[src/hw/rtl/bba_pkg.sv]
// ----------------------------------------------------------------------------
// Buddy allocator package
// Shared constants, node record, codes and sequencer states.
// ----------------------------------------------------------------------------
package bba_pkg;

  localparam int MEM_SIZE   = 1024;
  localparam int LEVELS     = $clog2(MEM_SIZE);
  localparam int NODES      = 2 * MEM_SIZE - 1;
  localparam int ADDR_W     = $clog2(NODES);
  localparam int DEPTH_W    = $clog2(LEVELS + 1);
  localparam int POS_W      = LEVELS;
  localparam int SIZE_W     = LEVELS + 1;
  localparam int OWNER_BITS = 16;

  typedef enum logic [1:0] {
    KIND_UNUSED = 2'd0,
    KIND_FREE   = 2'd1,
    KIND_SPLIT  = 2'd2,
    KIND_USED   = 2'd3
  } kind_t;

  typedef enum logic [1:0] {
    ST_OK       = 2'd0,
    ST_NO_FIT   = 2'd1,
    ST_NO_OWNER = 2'd2,
    ST_BAD_SIZE = 2'd3
  } status_t;

  typedef enum logic {
    CMD_ALLOC = 1'b0,
    CMD_FREE  = 1'b1
  } cmd_t;

  typedef enum logic [3:0] {
    W_IDLE, W_RD, W_EV, W_BACK, W_SPL_L, W_SPL_R, W_MRG_RD, W_MRG_EV, W_FIN
  } wstate_t;

  typedef struct packed {
    kind_t                  kind;
    logic [OWNER_BITS-1:0]  owner;
    logic [SIZE_W-1:0]      request;
  } node_t;

  typedef struct packed {
    logic              en;
    logic [ADDR_W-1:0] addr;
    node_t             data;
  } node_wr_t;

  typedef struct packed {
    cmd_t                  cmd;
    logic [OWNER_BITS-1:0] owner;
    logic [SIZE_W-1:0]     size;
  } req_t;

  typedef struct packed {
    status_t               status;
    logic [POS_W-1:0]      block_start;
    logic [POS_W-1:0]      block_end;
    logic [SIZE_W-1:0]     recorded_size;
    logic [OWNER_BITS-1:0] owner;
  } res_t;

  // Ceiling log2 of a request size, for sizes of one and up.
  function automatic logic [DEPTH_W-1:0] ceil_log2(input logic [SIZE_W-1:0] size);
    logic [DEPTH_W-1:0] lg;
    lg = '0;
    for (int i = 0; i < SIZE_W; i++) begin
      if ((SIZE_W'(1) << i) < size) lg = DEPTH_W'(i + 1);
    end
    return lg;
  endfunction

  // Byte length of a node at a given tree depth.
  function automatic logic [SIZE_W-1:0] node_len(input logic [DEPTH_W-1:0] depth);
    return SIZE_W'(MEM_SIZE) >> depth;
  endfunction

endpackage

[src/hw/rtl/bba_walker.sv]
// ----------------------------------------------------------------------------
// Buddy allocator tree walker
// Sequencer that walks the node tree in preorder, one node per visit, for
// allocation with splitting and for release with upward merging.
// ----------------------------------------------------------------------------
module bba_walker (
  input  logic                       clk,
  input  logic                       rst,
  input  logic                       start,
  input  bba_pkg::req_t              req,
  output logic                       done,
  output bba_pkg::res_t              res,
  output bba_pkg::node_wr_t          wr,
  output logic [bba_pkg::ADDR_W-1:0] raddr,
  input  bba_pkg::node_t             rdata
);

  bba_pkg::wstate_t                 state, state_next;
  bba_pkg::cmd_t                    op;
  logic [bba_pkg::ADDR_W-1:0]       idx;
  logic [bba_pkg::DEPTH_W-1:0]      depth;
  logic [bba_pkg::POS_W-1:0]        pos;
  logic [bba_pkg::DEPTH_W-1:0]      want_depth;
  logic [bba_pkg::OWNER_BITS-1:0]   owner;
  logic [bba_pkg::SIZE_W-1:0]       size;
  bba_pkg::res_t                    res_q;

  logic [bba_pkg::SIZE_W-1:0]       len;
  logic [bba_pkg::POS_W-1:0]        len_pos;
  logic [bba_pkg::ADDR_W-1:0]       left_idx;
  logic [bba_pkg::ADDR_W-1:0]       right_idx;
  logic [bba_pkg::ADDR_W-1:0]       parent_idx;
  logic [bba_pkg::ADDR_W-1:0]       sib_idx;
  logic                             bad_size;
  logic                             hit_used;

  assign len        = bba_pkg::node_len(depth);
  assign len_pos    = len[bba_pkg::POS_W-1:0];
  assign left_idx   = {idx[bba_pkg::ADDR_W-2:0], 1'b1};
  assign right_idx  = left_idx + bba_pkg::ADDR_W'(1);
  assign parent_idx = (idx - bba_pkg::ADDR_W'(1)) >> 1;
  assign sib_idx    = idx[0] ? idx + bba_pkg::ADDR_W'(1) : idx - bba_pkg::ADDR_W'(1);
  assign bad_size   = (req.size == '0) || (req.size > bba_pkg::SIZE_W'(bba_pkg::MEM_SIZE));
  assign hit_used   = (rdata.kind == bba_pkg::KIND_USED) && (rdata.owner == owner);

  // Next-state logic.
  always_comb begin
    state_next = state;
    case (state)
      bba_pkg::W_IDLE: begin
        if (start) state_next = bad_size && req.cmd == bba_pkg::CMD_ALLOC ?
                                bba_pkg::W_FIN : bba_pkg::W_RD;
      end
      bba_pkg::W_RD: state_next = bba_pkg::W_EV;
      bba_pkg::W_EV: begin
        if (op == bba_pkg::CMD_ALLOC) begin
          if (rdata.kind == bba_pkg::KIND_FREE) begin
            if (depth == want_depth)     state_next = bba_pkg::W_FIN;
            else if (depth > want_depth) state_next = bba_pkg::W_BACK;
            else                         state_next = bba_pkg::W_SPL_L;
          end else if (rdata.kind == bba_pkg::KIND_SPLIT) begin
            state_next = bba_pkg::W_RD;
          end else begin
            state_next = bba_pkg::W_BACK;
          end
        end else begin
          if (hit_used) begin
            state_next = (idx == '0) ? bba_pkg::W_FIN : bba_pkg::W_MRG_RD;
          end else if (rdata.kind == bba_pkg::KIND_SPLIT) begin
            state_next = bba_pkg::W_RD;
          end else begin
            state_next = bba_pkg::W_BACK;
          end
        end
      end
      bba_pkg::W_BACK: begin
        if (idx == '0)  state_next = bba_pkg::W_FIN;
        else if (idx[0]) state_next = bba_pkg::W_RD;
      end
      bba_pkg::W_SPL_L:  state_next = bba_pkg::W_SPL_R;
      bba_pkg::W_SPL_R:  state_next = bba_pkg::W_RD;
      bba_pkg::W_MRG_RD: state_next = bba_pkg::W_MRG_EV;
      bba_pkg::W_MRG_EV: begin
        if (rdata.kind == bba_pkg::KIND_FREE && parent_idx != '0) begin
          state_next = bba_pkg::W_MRG_RD;
        end else begin
          state_next = bba_pkg::W_FIN;
        end
      end
      bba_pkg::W_FIN: state_next = bba_pkg::W_IDLE;
      default:        state_next = bba_pkg::W_IDLE;
    endcase
  end

  // Memory port and handshake outputs.
  always_comb begin
    wr    = '0;
    raddr = (state == bba_pkg::W_MRG_RD) ? sib_idx : idx;
    done  = (state == bba_pkg::W_FIN);
    case (state)
      bba_pkg::W_EV: begin
        if (op == bba_pkg::CMD_ALLOC && rdata.kind == bba_pkg::KIND_FREE) begin
          if (depth == want_depth) begin
            wr = '{en: 1'b1, addr: idx,
                   data: '{kind: bba_pkg::KIND_USED, owner: owner, request: size}};
          end else if (depth < want_depth) begin
            wr = '{en: 1'b1, addr: idx,
                   data: '{kind: bba_pkg::KIND_SPLIT, owner: rdata.owner,
                           request: rdata.request}};
          end
        end else if (op == bba_pkg::CMD_FREE && hit_used) begin
          wr = '{en: 1'b1, addr: idx,
                 data: '{kind: bba_pkg::KIND_FREE, owner: '0, request: '0}};
        end
      end
      bba_pkg::W_SPL_L: begin
        wr = '{en: 1'b1, addr: left_idx,
               data: '{kind: bba_pkg::KIND_FREE, owner: '0, request: '0}};
      end
      bba_pkg::W_SPL_R: begin
        wr = '{en: 1'b1, addr: right_idx,
               data: '{kind: bba_pkg::KIND_FREE, owner: '0, request: '0}};
      end
      bba_pkg::W_MRG_EV: begin
        if (rdata.kind == bba_pkg::KIND_FREE) begin
          wr = '{en: 1'b1, addr: parent_idx,
                 data: '{kind: bba_pkg::KIND_FREE, owner: '0, request: '0}};
        end
      end
      default: wr = '0;
    endcase
  end

  assign res = res_q;

  // State register.
  always_ff @(posedge clk) begin
    if (rst) state <= bba_pkg::W_IDLE;
    else     state <= state_next;
  end

  // Walk position and result registers.
  always_ff @(posedge clk) begin
    case (state)
      bba_pkg::W_IDLE: begin
        if (start) begin
          op         <= req.cmd;
          owner      <= req.owner;
          size       <= req.size;
          want_depth <= bba_pkg::DEPTH_W'(bba_pkg::LEVELS) - bba_pkg::ceil_log2(req.size);
          idx        <= '0;
          depth      <= '0;
          pos        <= '0;
          res_q      <= '{status: bba_pkg::ST_BAD_SIZE, block_start: '0, block_end: '0,
                          recorded_size: '0, owner: req.owner};
        end
      end
      bba_pkg::W_EV: begin
        if (op == bba_pkg::CMD_ALLOC) begin
          if (rdata.kind == bba_pkg::KIND_FREE && depth == want_depth) begin
            res_q.status        <= bba_pkg::ST_OK;
            res_q.block_start   <= pos;
            res_q.block_end     <= bba_pkg::POS_W'(bba_pkg::SIZE_W'(pos) + len
                                                   - bba_pkg::SIZE_W'(1));
            res_q.recorded_size <= size;
          end else if (rdata.kind == bba_pkg::KIND_SPLIT) begin
            idx   <= left_idx;
            depth <= depth + bba_pkg::DEPTH_W'(1);
          end
        end else begin
          if (hit_used) begin
            res_q.status        <= bba_pkg::ST_OK;
            res_q.block_start   <= pos;
            res_q.block_end     <= bba_pkg::POS_W'(bba_pkg::SIZE_W'(pos) + len
                                                   - bba_pkg::SIZE_W'(1));
            res_q.recorded_size <= rdata.request;
          end else if (rdata.kind == bba_pkg::KIND_SPLIT) begin
            idx   <= left_idx;
            depth <= depth + bba_pkg::DEPTH_W'(1);
          end
        end
      end
      bba_pkg::W_BACK: begin
        if (idx == '0) begin
          res_q.status <= (op == bba_pkg::CMD_ALLOC) ? bba_pkg::ST_NO_FIT
                                                     : bba_pkg::ST_NO_OWNER;
        end else if (idx[0]) begin
          idx <= idx + bba_pkg::ADDR_W'(1);
          pos <= pos + len_pos;
        end else begin
          idx   <= parent_idx;
          depth <= depth - bba_pkg::DEPTH_W'(1);
          pos   <= pos - len_pos;
        end
      end
      bba_pkg::W_SPL_R: begin
        idx   <= left_idx;
        depth <= depth + bba_pkg::DEPTH_W'(1);
      end
      bba_pkg::W_MRG_EV: begin
        if (rdata.kind == bba_pkg::KIND_FREE) idx <= parent_idx;
      end
      default: begin
      end
    endcase
  end

endmodule

[config.mk]
export PLATFORM = sky130hd
export DESIGN_NAME = bba_walker
export DESIGN_NICKNAME = d
export VERILOG_FILES = /design/src/hw/rtl/bba_pkg.sv /design/src/hw/rtl/bba_walker.sv
export SDC_FILE = /design/constraint.sdc
export NUM_CORES = 1
export LEC_CHECK = 0
export ABC_AREA = 0
export BUFFER_PORTS_ARGS = -buffer_cell sky130_fd_sc_hd__buf_2
export CORE_UTILIZATION = 55
export DETAILED_ROUTE_END_ITERATION = 10
export PLACE_DENSITY = 0.92
export SLEW_MARGIN = 10
export SYNTH_ARGS = -nofsm -noshare
export SYNTH_HDL_FRONTEND = slang
export SYNTH_SLANG_ARGS = --single-unit
[constraint.sdc]
create_clock -name clk -period 4.5 [get_ports clk]
set_input_delay 1.35 -clock clk [delete_from_list [all_inputs] [get_ports clk]]
set_output_delay 1.35 -clock clk [all_outputs]
set_load 0.01 [all_outputs]
==> impl_metrics.toml <==
[die]
fp.dieH_um = 114.4
rows = 40
core_um2 = 12160
start_util = 0.5712
pin_count = 162
die_w_um = 114.4
die_area_um2 = 13080

[synthesis]
async_reset_ff_frac = 0
synth_common_cells = "90 x edfxtp_1, 69 x nor2_1, 67 x nand2_1, 54 x inv_1, 43 x xnor2_1"
ys_types = 64
syn_nets = 848
synthCells = 747
seq_area_frac_synth = 0.4006
synth_area_leaders = "edfxtp_1 39%, ha_1 6.8%, xnor2_1 5.4%"
synth_top_area_cell = "edfxtp_1"
yosysMostFrequentCell = "edfxtp_1"
synth_edf_count = 90
syn-cell-area_um2 = 6947
synthFlopType = "edfxtp_1"
syn_avg_cell_area_um2 = 9.299
synth_seq_cells = 94
yosysWarnings = 0
synth.top_cell.area_share = 0.3890

[clock_network]
h-tree-depth = 3
cts_tree = "built"
cts.clk_slew.worst_paths_ns = 0.07
clkLatencyLatePin_ns = 0.34
cts_setup_buffers = 0
max-clock-path-buffers = 2
ctsHoldBuffers = 0
cts_root_buf = "clkbuf_16"
cts_buffers = 9
cts_num_sinks = 94
cts_resized = 0

[layout]
area_growth_pct = 18.48
final_area_um2 = 8230
fin_util = 0.6767
drive_gt1_frac = 0.2408
ff_latch_area_um2 = 2783
stdcell_count = 1065
nFillCells = 913
nNetsFinal = 993
diodes = 0
multi_input_area_um2 = 3800

[routing]
drc = 0
viasPerCell = 6.123
dr.pass1.iters = 7
drt-initial-drc-count = 646
wl_per_cell_um = 18.06
vias = 6521
ant_nets = 0
routed_wirelength_um = 19240

[timing]
finalCriticalPeriod_ns = 4.475
fin_tns_setup_ns = 0
worst_slack_ns = 0.02494
fin_worst_skew_ns = 0.007666
rsz0062_at_grt = "yes"
worst_pin_slew_ns = 0.7762
relSlewSlack = 0.4811
max_freq_mhz = 223.5
timing.final.crit_share = 0.9945
hold_violations = 0
fin_hold_ws_ns = 0.6097
maxSlewViolCount = 0
setup_viol = 0

[critical_path]
cp-end-kind = "primary output"
arrival_ns = 3.13
critPathMaxFanout = 6
startpoint_type = "input pin"
rrSetupSlack_ns = 0.62
cp.required_ns = 3.15
criticalPathCategory = "input pin to primary output"

[pwr]
power.leakage_nw = 3.623
power_density_nw_per_um2 = 401.2
total_power_mw = 3.302
ir_drop_mv = 0.2904

[global_route]
grt_usage = 0.2953
overflow = 0
grt_pass1_wl_um = 30140
grt_max_degree = 40
antenna_found_initial = 0
grt_pass1_vias = 6047

[place]
dpl.cell_count = 1048
placed_cell_area_um2 = 7938
dp_slack_ns = 0.09552
numPortBuffers = 161
dp_hpwl_um = 13980
gp_congestion = 0.9875

[run]
cap_viol_max_count = 0

[hold_path]
min_path_type = "register to register"

[outcome]
status = "finished clean"
per-layer routing:
layer	track usage	vias up	routed length, um
met5	0	-	0
met4	0.1169	0	569
met3	0.04500	52	1737
met2	0.4901	439	9432
met1	0.3886	3036	7496
li1	-	2994	-
state kept, by name, summed over array words and instances, names as in the netlist:
register    cells
op              1
pos            10
state           4
size           11
want_depth      4
depth           4
res            49
idx            11
path summary, 6_finish.rpt:
| kind | cells past startpoint | from | end |
|---|---|---|---|
| worst max-delay path | 10 | rdata[20] | wr[36] |
| worst min-delay path | 2 | size[3] | res[19] |
| worst max register to register | 12 | depth[3] | pos[8] |
| worst min register to register | 2 | size[3] | res[19] |
area by class of cell:
type                       count  share of cell area
clock buffer                   9             0.02736
clock inverter                 7            0.004865
inverter                      55             0.02508
multi-input combinational    553              0.4617
sequential                    94              0.3381
tap                          168             0.02554
timing repair buffer         179              0.1174
power breakdown:
group / leakage (nW) / switching (mW) / internal (mW)
Sequential: 0.917 / 0.171 / 1.14
Combinational: 2.57 / 0.776 / 0.529
Clock: 0.134 / 0.318 / 0.370
cells in the final DEF, fill, tap and decap left out, types with 23 or more instances in the layout:
cell	n
a22o_1	28
ha_1	38
xor2_1	23
inv_1	54
xnor2_1	43
nand2_1	67
o21ai_0	32
buf_2	161
edfxtp_1	90
nor2_1	68
a21oi_1	31
kinds of logic (layout without fill, tap and decap cells):
family,Yosys count,after routing,share of synthesized area
AOI/OAI and AO/OA,174,174,0.1727
DFF,94,94,0.4006
adders and majority gates,41,41,0.07709
xor gates and xnor gates,66,66,0.08321
muxes,18,18,0.02612
buffers and inverters,100,250,0.05565
and+or+nand+nor,254,254,0.1846
worst max-delay path, stage by stage:
cell	delay (ns)
buf_2	0.11
xnor2_1	0.15
nand2_1	0.15
nor4b_2	0.32
buf_4	0.18
nand3_1	0.12
a21oi_2	0.25
buf_4	0.21
a221o_1	0.15
buf_2	0.13
No activity file was read; power rests on OpenSTA's default activity.
